==> config.mk <==
export PLATFORM = sky130hd
export DESIGN_NAME = nnd_geometry
export DESIGN_NICKNAME = d
export VERILOG_FILES = /design/src/sv/nnd_pkg.sv /design/src/sv/nnd_geometry.sv
export SDC_FILE = /design/constraint.sdc
export NUM_CORES = 1
export LEC_CHECK = 0
export BUFFER_PORTS_ARGS = -buffer_cell sky130_fd_sc_hd__buf_4
export CAP_MARGIN = 10
export CORE_MARGIN = 4
export CORE_UTILIZATION = 40
export CTS_BUF_LIST = sky130_fd_sc_hd__clkbuf_16
export DETAILED_ROUTE_END_ITERATION = 16
export PLACE_DENSITY = 0.65
export SLEW_MARGIN = 20
export SYNTH_ARGS = -nofsm -noshare
export SYNTH_HDL_FRONTEND = slang
export SYNTH_SLANG_ARGS = --single-unit
==> constraint.sdc <==
create_clock -name i_clk -period 7.2 [get_ports i_clk]
set_input_delay 1.44 -clock i_clk [delete_from_list [all_inputs] [get_ports i_clk]]
set_output_delay 1.44 -clock i_clk [all_outputs]
set_load 0.05 [all_outputs]
==> src/sv/nnd_pkg.sv <==
// Shared constants, codes and item types of the nearest-neighbor downscaler.
`default_nettype none

package nnd_pkg;

    localparam int MAX_SIDE    = 256;
    localparam int FRAME_DEPTH = MAX_SIDE * MAX_SIDE;
    localparam int ADDR_W      = $clog2(FRAME_DEPTH);
    localparam int DIM_W       = 9;
    localparam int COUNT_W     = 17;
    localparam int COORD_W     = 8;
    localparam int PIX_W       = 32;
    localparam int CFG_IDX_W   = 2;

    localparam logic OP_LOAD  = 1'b0;
    localparam logic OP_FETCH = 1'b1;

    localparam logic [1:0] ST_PIXEL      = 2'd0;
    localparam logic [1:0] ST_NOT_LOADED = 2'd1;
    localparam logic [1:0] ST_NO_PIXELS  = 2'd2;

    localparam logic [CFG_IDX_W-1:0] REG_IMAGE_WIDTH  = 2'd0;
    localparam logic [CFG_IDX_W-1:0] REG_IMAGE_HEIGHT = 2'd1;
    localparam logic [CFG_IDX_W-1:0] REG_TARGET_SIZE  = 2'd2;

    typedef struct packed {
        logic             opcode;
        logic [PIX_W-1:0] pixel_in;
    } t_in_item;

    typedef struct packed {
        logic [PIX_W-1:0]   pixel_out;
        logic [COORD_W-1:0] out_col;
        logic [COORD_W-1:0] out_row;
        logic [DIM_W-1:0]   scaled_width;
        logic [DIM_W-1:0]   scaled_height;
        logic               last_pixel;
        logic [1:0]         status;
    } t_out_item;

    typedef struct packed {
        logic               busy;
        logic [DIM_W-1:0]   w;
        logic [DIM_W-1:0]   h;
        logic [DIM_W-1:0]   s;
        logic [COUNT_W-1:0] total;
        logic [DIM_W-1:0]   nw;
        logic [DIM_W-1:0]   nh;
        logic [DIM_W-1:0]   q;
        logic [DIM_W-1:0]   r;
    } t_geom;

endpackage

`default_nettype wire

==> src/sv/nnd_geometry.sv <==
// Configuration registers and scaled-frame geometry built with a shared serial divider.
`default_nettype none

module nnd_geometry (
    input  logic                          i_clk,
    input  logic                          i_rst_n,
    input  logic                          i_cfg_valid,
    input  logic [nnd_pkg::CFG_IDX_W-1:0] i_cfg_index,
    input  logic [nnd_pkg::DIM_W-1:0]     i_cfg_data,
    output logic                          o_restart,
    output nnd_pkg::t_geom                o_geom
);
    import nnd_pkg::*;

    localparam logic [1:0] GS_IDLE = 2'd0;
    localparam logic [1:0] GS_PREP = 2'd1;
    localparam logic [1:0] GS_DIV  = 2'd2;

    localparam logic [1:0] SEL_WIDTH  = 2'd0;
    localparam logic [1:0] SEL_HEIGHT = 2'd1;
    localparam logic [1:0] SEL_STEP   = 2'd2;

    localparam int CNT_W = $clog2(COUNT_W);

    function automatic logic [DIM_W-1:0] eff_side(input logic [DIM_W-1:0] v);
        logic [DIM_W-1:0] res;
        if (v == '0) begin
            res = DIM_W'(1);
        end else if (v > DIM_W'(MAX_SIDE)) begin
            res = DIM_W'(MAX_SIDE);
        end else begin
            res = v;
        end
        return res;
    endfunction

    logic [DIM_W-1:0]   r_cfg_w;
    logic [DIM_W-1:0]   r_cfg_h;
    logic [DIM_W-1:0]   r_cfg_s;
    logic [1:0]         r_state;
    logic [1:0]         r_sel;
    logic [CNT_W-1:0]   r_cnt;

    logic [DIM_W-1:0]   r_w;
    logic [DIM_W-1:0]   r_h;
    logic [DIM_W-1:0]   r_s;
    logic [DIM_W-1:0]   r_d;
    logic [COUNT_W-1:0] r_total;
    logic [COUNT_W-1:0] r_hs;
    logic [DIM_W-1:0]   r_rem;
    logic [COUNT_W-1:0] r_quo;
    logic [DIM_W-1:0]   r_nw;
    logic [DIM_W-1:0]   r_nh;
    logic [DIM_W-1:0]   r_q;
    logic [DIM_W-1:0]   r_r;

    logic               wr_hit;
    logic [DIM_W-1:0]   e_w;
    logic [DIM_W-1:0]   e_h;
    logic [DIM_W-1:0]   e_s;
    logic [DIM_W-1:0]   e_d;
    logic [DIM_W-1:0]   div_divisor;
    logic [DIM_W:0]     shifted;
    logic               fits;
    logic [DIM_W-1:0]   step_rem;
    logic [COUNT_W-1:0] step_quo;
    logic               div_last;

    assign wr_hit = i_cfg_valid && (i_cfg_index == REG_IMAGE_WIDTH ||
                    i_cfg_index == REG_IMAGE_HEIGHT || i_cfg_index == REG_TARGET_SIZE);

    always_comb begin
        e_w         = eff_side(r_cfg_w);
        e_h         = eff_side(r_cfg_h);
        e_s         = eff_side(r_cfg_s);
        e_d         = (e_w > e_h) ? e_w : e_h;
        div_divisor = (r_sel == SEL_STEP) ? r_s : r_d;
        shifted     = {r_rem, r_quo[COUNT_W-1]};
        fits        = shifted >= {1'b0, div_divisor};
        step_rem    = fits ? DIM_W'(shifted - {1'b0, div_divisor}) : DIM_W'(shifted);
        step_quo    = {r_quo[COUNT_W-2:0], fits};
        div_last    = r_cnt == CNT_W'(COUNT_W - 1);
    end

    always_ff @(posedge i_clk) begin
        if (!i_rst_n) begin
            r_cfg_w <= DIM_W'(256);
            r_cfg_h <= DIM_W'(256);
            r_cfg_s <= DIM_W'(128);
            r_state <= GS_PREP;
            r_sel   <= SEL_WIDTH;
            r_cnt   <= '0;
        end else if (wr_hit) begin
            case (i_cfg_index)
                REG_IMAGE_WIDTH:  r_cfg_w <= i_cfg_data;
                REG_IMAGE_HEIGHT: r_cfg_h <= i_cfg_data;
                default:          r_cfg_s <= i_cfg_data;
            endcase
            r_state <= GS_PREP;
        end else begin
            case (r_state)
                GS_PREP: begin
                    r_state <= GS_DIV;
                    r_sel   <= SEL_WIDTH;
                    r_cnt   <= '0;
                end
                GS_DIV: begin
                    if (div_last) begin
                        r_cnt <= '0;
                        case (r_sel)
                            SEL_WIDTH:  r_sel <= SEL_HEIGHT;
                            SEL_HEIGHT: r_sel <= SEL_STEP;
                            default:    r_state <= GS_IDLE;
                        endcase
                    end else begin
                        r_cnt <= r_cnt + CNT_W'(1);
                    end
                end
                default: r_state <= r_state;
            endcase
        end
    end

    always_ff @(posedge i_clk) begin
        if (r_state == GS_PREP) begin
            r_w     <= e_w;
            r_h     <= e_h;
            r_s     <= e_s;
            r_d     <= e_d;
            r_total <= COUNT_W'(e_w * e_h);
            r_hs    <= COUNT_W'(e_h * e_s);
            r_quo   <= COUNT_W'(e_w * e_s);
            r_rem   <= '0;
        end else if (r_state == GS_DIV) begin
            if (div_last) begin
                r_rem <= '0;
                case (r_sel)
                    SEL_WIDTH: begin
                        r_nw  <= DIM_W'(step_quo);
                        r_quo <= r_hs;
                    end
                    SEL_HEIGHT: begin
                        r_nh  <= DIM_W'(step_quo);
                        r_quo <= COUNT_W'(r_d);
                    end
                    default: begin
                        r_q <= DIM_W'(step_quo);
                        r_r <= step_rem;
                    end
                endcase
            end else begin
                r_rem <= step_rem;
                r_quo <= step_quo;
            end
        end
    end

    assign o_restart = wr_hit;

    always_comb begin
        o_geom.busy  = r_state != GS_IDLE;
        o_geom.w     = r_w;
        o_geom.h     = r_h;
        o_geom.s     = r_s;
        o_geom.total = r_total;
        o_geom.nw    = r_nw;
        o_geom.nh    = r_nh;
        o_geom.q     = r_q;
        o_geom.r     = r_r;
    end

endmodule

`default_nettype wire

## Word level (Yosys, flattened, before mapping)

Index checks and enable logic that the tools add are counted.

- Add/subtract/negate cells: 2
- Multiply operators: 3
- Magnitude comparators: 5
- Equal/unequal tests: 11
- Mux-type cells: 22
- Bitwise operators: 5
- Reduce and logical (&&, ||, !) cells: 23

Operators by type and width:

| kind | count |
|---|---|
| $mux 9 | 10 |
| $mul 9x9->17 | 3 |
| $mux 17 | 3 |
| $pmux 17 s2 | 1 |
| $gt 9x9->1 const B | 3 |
| $logic_not 9->1 | 3 |
| $reduce_and 4->1 | 4 |
| $pmux 2 s2 | 3 |
| $ge 10x9->1 | 1 |
| $pmux 5 s2 | 1 |
| $reduce_and 2->1 | 5 |
| $gt 9x9->1 | 1 |
| $sub 9x9->9 | 1 |
| $eq 2x1->1 const B | 3 |
| $eq 2x2->1 const B | 3 |
| $mux 2 | 3 |
| $reduce_or 2->1 | 3 |
| $add 5x1->5 const B | 1 |
| $eq 5x5->1 const B | 1 |
| $mux 5 | 1 |
| $not 1->1 | 5 |
| $logic_not 2->1 | 2 |
| $ne 2x2->1 const B | 2 |
| $ne 4x1->1 const B | 1 |
| other kinds (5) | 7 |

- Register bits after elaboration: 168
- Input port bits: 14
- Output and inout bits: 82
- Logic and storage cells: 89

## Logic depth before layout (Yosys ltp)

Gate-level depths: netlist (run 1).

- Word-level depth: 6
- Mapped depth: 23
- Depth with buffers taken out: 21

## Least setup slack after synthesis (run 1)

OpenSTA, ideal clock, no wires.

- Kind: register -> register
- From: reg r_cfg_h[1]
- To: reg r_total[13] (data pin)
- Arrival time: 4.959 ns
- Data required time: 6.936 ns
- Path slack: 1.977 ns
- Cell stages (with the launch flop): 21
- Buffers on the path: 2
- Clock period less this slack: 5.223 ns
- Cells stage by stage: dfxtp_1 nor4_1 a21oi_1 or2_2 clkbuf_1 inv_1 clkbuf_1 nand2_1 fa_1 inv_1 fa_1 fa_1 inv_1 fa_1 inv_1 ha_1 or3_1 o32ai_1 o21bai_1 a21oi_1 xnor2_1

- Cells in the longest elaborated chain, start to end: 4

RTL lines:

| item | line | source |
|---|---|---|
| start, declared | nnd_geometry.sv:38 | `logic [DIM_W-1:0] r_cfg_h;` |
| start signal, assigned | nnd_geometry.sv:96 | `REG_IMAGE_HEIGHT: r_cfg_h <= i_cfg_data;` |
| $gt 9x9->1 | nnd_geometry.sv:29 | `end else if (v > DIM_W'(MAX_SIDE)) begin` |
| $mux 9 | nnd_geometry.sv:29 |  |
| $mux 9 (*) | nnd_geometry.sv:27 | `if (v == '0) begin` |
| named net e_h[0] | nnd_geometry.sv:59 | `logic [DIM_W-1:0] e_h;` |
| $mul 9x9->17 (*) | nnd_geometry.sv:130 | `r_total <= COUNT_W'(e_w * e_h);` |
| end signal, assigned | nnd_geometry.sv:130 |  |
| end, declared | nnd_geometry.sv:48 | `logic [COUNT_W-1:0] r_total;` |

Mark *: on every way through the listed nets, which the timed path passes. The rest lies on a longest branch.
A chain may end at the register's enable or synchronous reset.

## Worst setup path in the final report (run 1)

- From: reg r_cfg_s[8]
- To: reg r_quo[11] (data pin)

- Cells in the longest elaborated chain, start to end: 5

RTL lines:

| item | line | source |
|---|---|---|
| start, declared | nnd_geometry.sv:39 | `logic [DIM_W-1:0] r_cfg_s;` |
| start signal, assigned | nnd_geometry.sv:97 | `default: r_cfg_s <= i_cfg_data;` |
| $gt 9x9->1 | nnd_geometry.sv:29 |  |
| $mux 9 | nnd_geometry.sv:29 |  |
| $mux 9 (*) | nnd_geometry.sv:27 |  |
| named net e_s[6] | nnd_geometry.sv:60 | `logic [DIM_W-1:0] e_s;` |
| $mul 9x9->17 (*) | nnd_geometry.sv:132 | `r_quo <= COUNT_W'(e_w * e_s);` |
| $mux 17 (*) | nnd_geometry.sv:125 | `if (r_state == GS_PREP) begin` |
| end signal, assigned | nnd_geometry.sv:132 |  |
| end signal, assigned | nnd_geometry.sv:140 | `r_quo <= r_hs;` |
| end signal, assigned | nnd_geometry.sv:144 | `r_quo <= COUNT_W'(r_d);` |
| end, declared | nnd_geometry.sv:51 | `logic [COUNT_W-1:0] r_quo;` |

Marks and branches as above.

==> results of run 1 <==
-- per-layer routing --
metal / share of wire, % / vias up / global-route usage, %
met5: 0 / - / 0
met4: 3.7 / 0 / 7.47
met3: 5.4 / 83 / 3.30
met2: 46 / 312 / 32.6
met1: 45 / 5187 / 26.3
li1: - / 4968 / -
-- power by group through the flow --
stage	registers [µW]	clock network [µW]	logic [µW]
finish	1190	986	419
global placement	1210	0	418
floorplan	1290	0	195
CTS	1200	997	421
global route	1200	1040	452
detailed placement	1220	0	420
-- cell usage in the layout, fill, tap and decap left out, types with 5 or more instances in the layout --
master	netlist	layout
clkbuf_16	0	17
mux2_2	5	5
and2_1	21	21
nand2_1	166	166
edfxtp_1	123	123
xor2_1	10	10
nand2b_1	22	22
nand4_1	6	6
ha_1	140	139
and3_1	6	6
a21oi_1	55	55
inv_1	261	261
nor2_1	137	137
a21o_1	14	14
nand3_1	11	11
buf_4	0	118
clkinv_8	0	6
clkinv_1	10	10
o21a_1	15	15
fa_1	148	148
o21bai_1	5	5
nor2b_1	40	39
a22o_1	8	8
xnor2_1	34	34
a211oi_1	7	7
mux2i_1	47	47
nor3_1	14	14
dfxtp_1	45	45
o21ai_0	34	34
-- path summary, 6_finish.rpt --
path / startpoint / end / slack, ns
worst max-delay path: r_cfg_s[8] / r_quo[11] / 0.99
worst min-delay path: r_rem[8] / r_rem[8] / 0.50
worst min register to register: r_rem[8] / r_rem[8] / 0.50
worst max register to register: r_cfg_s[8] / r_quo[11] / 0.99
-- synth_stat cells (10+ instances only) --
master    number  share of area, %
o21ai_0       34               1.2
nand3_1       11              0.38
nor3_1        14              0.48
inv_1        261               6.7
fa_1         148                20
a21o_1        14              0.72
mux2i_1       47               3.2
o21a_1        15              0.77
nand2_1      166               4.2
nor2_1       137               3.5
clkinv_1      10              0.26
dfxtp_1       45               6.1
a21oi_1       55               1.9
nand2b_1      22              0.94
edfxtp_1     123                25
and2_1        21              0.90
xor2_1        10              0.60
nor2b_1       40               1.7
ha_1         140                12
xnor2_1       34               2.0
clkbuf_1      61               1.6
-- worst register-to-register path, stage by stage (launching register included) --
cell	delay [ns]
dfxtp_1	0.62
buf_4	0.34
nand2b_1	0.59
clkinv_1	0.49
nand2_1	0.21
fa_1	0.48
fa_1	0.57
inv_1	0.06
fa_1	0.52
inv_1	0.05
fa_1	0.53
inv_1	0.04
ha_1	0.33
o21a_1	0.21
and2_1	0.19
o21a_1	0.18
or3_1	0.31
a31o_2	0.24
-- kinds of logic (layout without fill, tap and decap cells) --
logic type / after synthesis / in the layout / synth area share, %
xor gates and xnor gates: 44 / 44 / 2.63
muxes: 56 / 56 / 4.00
AOI/OAI and AO/OA: 168 / 168 / 7.39
buffers and inverters: 339 / 421 / 8.73
DFF: 168 / 168 / 31.3
adders and majority gates: 288 / 288 / 32.2
and+or+nand+nor: 444 / 444 / 13.8
-- layout make-up --
class	count	area (µm²)
fill	3364	19300
tap	461	577
clock buffer	17	425
sequential	168	4590
clock inverter	15	215
multi-input combinational	1000	8820
timing repair buffer	118	886
inverter	271	1020
-- metrics by stage --
step / setup WS, ns / total power (µW) / cells / hold slack (ns)
after floorplan: 1.98 / 1490 / 1507 / 0.443
after global placement: 1.04 / 1630 / 2018 / 0.472
after detailed placement: 1.03 / 1630 / 2018 / 0.470
after CTS: 1.02 / 2610 / 2050 / 0.490
after global routing: 0.707 / 2700 / 2050 / 0.509
final: 0.989 / 2600 / 2050 / 0.499
==> results_dict.tcl, run 1 <==
set metrics [dict create \
    grt_pass1_vias 11000 \
    wl_per_cell_um 18.3 \
    async_flop_share_pct 0 \
    maxSlewViolCount 0 \
    crit_path_end_kind "flip-flop" \
    min_period_over_period_pct 86.3 \
    swShare_pct 31.3 \
    p_switching_uw 814 \
    dieArea_mm2 0.0398 \
    power_density_mw_per_mm2 157 \
    viasPerCell 5.15 \
    seq_power_share_pct 46.0 \
    clkPwrFrac_pct 37.9 \
    cp-start-kind "flip-flop" \
    synth_fp_nets 1809 \
    postCtsSetupBuffers 0 \
    numPortBuffers 95 \
    rsz0062_at_grt "no" \
    yosysWarnings 0 \
    clockRootBuffer "clkbuf_16" \
    drive_gt1_share_pct 11.0 \
    num_rows 69 \
    overflow 0 \
    cts_tree "done" \
    insertion_delay_ns 0.45 \
    hold_buffers 0 \
    layout.nets 1878 \
    critical_path_class "reg -> reg" \
    clk_pin_slew_ns 0.07 \
    die_height_um 199 \
    drt-initial-drc-count 671 \
    synth_area_mm2 0.0147 \
    drt-total-wl_um 37500 \
    grt_pass1_wl_um 60900 \
    intPower_uw 1780 \
    syn2layout_area_growth_pct 12.8 \
    grt_usage_pct 19.8 \
    min_delay_path_depth 1 \
    reg_top3 "r_hs x17, r_quo x17, r_total x17" \
    p_leak_uw 0.00790 \
    setup_viol 0 \
    post_cts_resized 0 \
    htreeDepth 4 \
    drc_errors 0 \
    slew-limit-headroom_pct 29.2 \
    ir_worst_vdd_mv 0.135 \
    period_minus_slack_ns 6.21 \
    clk_path_buf_depth 2 \
    slowest_stage "dfxtp_1" \
    gp_congestion 0.928 \
    worst_pin_slew_ns 1.06 \
    synth.distinct_cells 59 \
    ff2ff_path_depth 17 \
    synth_ff_type "edfxtp_1" \
    arrival_ns 6.41 \
    synth-seq-cells 168 \
    drv_cap 0 \
    synth_edf_count 123 \
    initial_utilization_pct 40.9 \
    finalInstanceArea_mm2 0.0165 \
    combPwrFrac_pct 16.1 \
    antenna_found_initial 0 \
    firstDrtPassIters 6 \
    cp_data_required_time_ns 7.40 \
    status "complete, no violations" \
    boundaryPins 96 \
    fp.dieW_um 199 \
    skew_ns 0.0155 \
    core_area_mm2 0.0358 \
    min_path_type "reg -> reg" \
    vias 10600 \
    postPlaceCellArea_mm2 0.0159 \
    final_util_pct 46.2 \
    avgSynthCellArea_um2 9.73 \
    antennaDiodeCount 0 \
    setup_tns_ns 0 \
    critPathTopFamily "adder cells" \
    hold_viol_final 0 \
    cp_common_cell "fa_1" \
    cp.depth 17 \
    seq_area_frac_synth_pct 31.3 \
    grt_start_max_net_pins 59 \
    path_buf_inv 5 \
    cts_buffers 17 \
    max_stage_delay_ns 0.62 \
    syn-instance-count 1507 \
    max_freq_ghz 0.161 \
    detail-route-antenna-nets 0 \
    hpwl_um 28400 \
    path_cells "buf_4, nand2b_1, clkinv_1, nand2_1, fa_1, fa_1, inv_1, fa_1, inv_1, fa_1, inv_1, ha_1, o21a_1, and2_1, o21a_1, or3_1, a31o_2" \
    cts_sinks 168 \
    cp_max_fo 21 \
]
(Power assumes the default switching activity.)
==> inputs of run 2 (changes only) <==
--- a/config.mk
+++ b/config.mk
@@ -5,13 +5,14 @@
 export SDC_FILE = /design/constraint.sdc
 export NUM_CORES = 1
 export LEC_CHECK = 0
-export BUFFER_PORTS_ARGS = -buffer_cell sky130_fd_sc_hd__buf_4
+export ABC_AREA = 1
 export CAP_MARGIN = 10
 export CORE_MARGIN = 4
 export CORE_UTILIZATION = 40
 export CTS_BUF_LIST = sky130_fd_sc_hd__clkbuf_16
 export DETAILED_ROUTE_END_ITERATION = 16
-export PLACE_DENSITY = 0.65
+export DONT_BUFFER_PORTS = 1
+export PLACE_DENSITY = 0.62
 export SLEW_MARGIN = 20
 export SYNTH_ARGS = -nofsm -noshare
 export SYNTH_HDL_FRONTEND = slang
==> run 2 against run 1 <==
Against the previous run: utilization is 2.1 points lower; clock power is 3.9% lower; critical path depth is 2 higher; largest power group unchanged.
==> results_dict.tcl, run 2 <==
set metrics [dict create \
    p_leak_uw 0.00812 \
    clkPwrFrac_pct 34.2 \
    grt_pass1_vias 11900 \
    synth_area_mm2 0.0151 \
    finalInstanceArea_mm2 0.0163 \
    ff2ff_path_depth 19 \
    yosys.area_share.xor_xnor_pct 1.74 \
    setup.worst_path.start "r_cfg_h[8]" \
    drive_gt1_share_pct 4.91 \
    grt_pass1_wl_um 62500 \
    antenna_found_initial 0 \
    synth_simple_gate_area_share_pct 19.3 \
    gp_congestion 0.951 \
    final_common_cell "inv_1" \
    setup_tns_ns 0 \
    clk_pin_slew_ns 0.08 \
    final.fill_count 3683 \
    initial_utilization_pct 40.9 \
    overflow 0 \
    grt_use_met1_pct 26.2 \
    drv_cap 0 \
    htreeDepth 4 \
    grt_usage_pct 19.0 \
    cts_buffers 17 \
    clockRootBuffer "clkbuf_16" \
    crit_path_end_kind "flip-flop" \
    synth_compound_area_share_pct 6.13 \
    layout_common_cells "inv_1, nand2_1, nor2_1" \
    max_freq_ghz 0.164 \
    min_path_type "reg -> reg" \
    boundaryPins 96 \
    vias 11500 \
    yosys.area.top_type_share_pct 24.4 \
    intPower_uw 1790 \
    power_density_mw_per_mm2 170 \
    post_cts_resized 0 \
    synth_mux_area_share_pct 0.0745 \
    skew_ns 0.0181 \
    cp-start-kind "flip-flop" \
    hold_buffers 0 \
    wl_per_cell_um 16.5 \
    antennaDiodeCount 0 \
    grt_start_max_net_pins 87 \
    cts_tree "done" \
    hpwl_um 29600 \
    dieArea_mm2 0.0410 \
    reg_top3 "r_hs x17, r_quo x17, r_total x17" \
    firstDrtPassIters 6 \
    insertion_delay_ns 0.45 \
    slew-limit-headroom_pct 27.0 \
    grt_use_met2_pct 31.0 \
    r2r-start "r_cfg_h[8]" \
    cp_max_fo 15 \
    seq_power_share_pct 49.7 \
    synth_ff_type "edfxtp_1" \
    synth_fp_nets 2097 \
    yosysMostFrequentCell "inv_1" \
    hold_path_startpoint "r_cfg_w[6]" \
    detail-route-antenna-nets 0 \
    die_height_um 202 \
    swShare_pct 35.5 \
    clk_path_buf_depth 2 \
    synth_area_leader_cell "edfxtp_1" \
    worst_pin_slew_ns 1.09 \
    rsz0062_at_grt "no" \
    yosysWarnings 0 \
    layout.nets 2081 \
    p_switching_uw 984 \
    p_total_uw 2770 \
    synth-seq-cells 168 \
    synthAdderAreaFrac_pct 31.2 \
    fp.dieW_um 202 \
    drt-total-wl_um 37800 \
    min_period_over_period_pct 84.8 \
    cts_sinks 168 \
    drt-initial-drc-count 920 \
    period_minus_slack_ns 6.10 \
    syn2layout_area_growth_pct 7.60 \
    synth_edf_count 123 \
    postCtsSetupBuffers 0 \
    dp.cells 2264 \
    maxSlewViolCount 0 \
    ir_worst_vdd_mv 0.153 \
    core_area_mm2 0.0370 \
    seq_area_frac_synth_pct 30.4 \
    setup_viol 0 \
    use_met3_pct 3.79 \
    status "complete, no violations" \
    async_flop_share_pct 0 \
    hold_viol_final 0 \
    num_rows 70 \
    avgSynthCellArea_um2 8.42 \
    grt_busiest_layer "met2" \
    numPortBuffers 0 \
    synthTopCellsByCount "inv_1, nand2_1, nor2_1" \
    synth_top_family_by_area "adder cells" \
    drc_errors 0 \
    synth.distinct_cells 44 \
    arrival_ns 6.31 \
    combPwrFrac_pct 16.1 \
    min_delay_path_depth 2 \
    synth_area_leaders "edfxtp_1, fa_1, ha_1" \
    critical_path_class "reg -> reg" \
    fin_cells 2296 \
    postPlaceCellArea_mm2 0.0157 \
    cp_data_required_time_ns 7.41 \
    viasPerCell 5.03 \
    syn-instance-count 1795 \
]
run 2: cell count changes in the layout (fill, tap and decap cells not counted), moves of 22 or more:
cell and delta:
nand3_1 +56, mux2i_1 -47, nand2b_1 -22, buf_4 -105, a21oi_1 +25, nand2_1 +205, inv_1 +112, nor2b_1 -39
o21ai_0 +26, nor2_1 +64, xnor2_1 -22
run 2: final cells by class:
type / count / area, µm² / share of cell area, %
Multi-Input combinational cell: 1190 / 8870 / 54.5
Sequential cell: 168 / 4590 / 28.2
Inverter: 388 / 1460 / 8.95
Tap cell: 504 / 631 / 3.88
Clock buffer: 17 / 425 / 2.61
Clock inverter: 15 / 189 / 1.16
Timing Repair Buffer: 14 / 109 / 0.669
run 2: worst paths after layout:
kind / slack, ns / endpoint
worst max register to register: 1.10 / r_total[16]
worst min-delay path: 0.48 / r_cfg_w[6]
worst min register to register: 0.48 / r_cfg_w[6]
worst max-delay path: 1.10 / r_total[16]
run 2: cell families after synthesis:
family / after synthesis
AOI/OAI and AO/OA: 170
xor gates and xnor gates: 30
adders and majority gates: 288
buffers and inverters: 437
DFF: 168
muxes: 1
and+or+nand+nor: 701
run 2: power groups by stage:
stage          clock, µW  combinational, µW  sequential, µW
2_1_floorplan          0                333            1360
3_3_place_gp           0                436            1400
3_5_place_dp           0                439            1400
4_1_cts              963                442            1380
5_1_grt             1010                503            1390
6_report             948                445            1380
run 2: stage by stage:
stage                     setup slack (ns)  hold WS, ns  utilization, %
after floorplan                       2.61        0.444               -
after global placement                1.27        0.460            42.3
after detailed placement              1.20        0.469            42.3
after CTS                             1.18        0.481            44.0
after global routing                 0.793        0.490            44.0
final                                 1.10        0.478            44.0
run 2: critical path: stages (launching register included):
cell and delay [ns]:
dfxtp_1 0.56, inv_1 0.56, nand2_1 0.45, inv_1 0.62
nand2_1 0.16, fa_1 0.56, inv_1 0.05, fa_1 0.50
inv_1 0.06, fa_1 0.49, fa_1 0.49, inv_1 0.04
ha_1 0.35, nand2_1 0.11, o21ai_0 0.40, nand3_1 0.14
nand3_1 0.17, inv_1 0.05, nand2_1 0.06, nand2_1 0.04
run 2: routing by layer:
metal  vias to the layer above  share of wire (%)
met5                         -                  0
met4                         0                2.1
met3                        57                7.5
met2                       392                 46
met1                      5573                 44
li1                       5519                  -
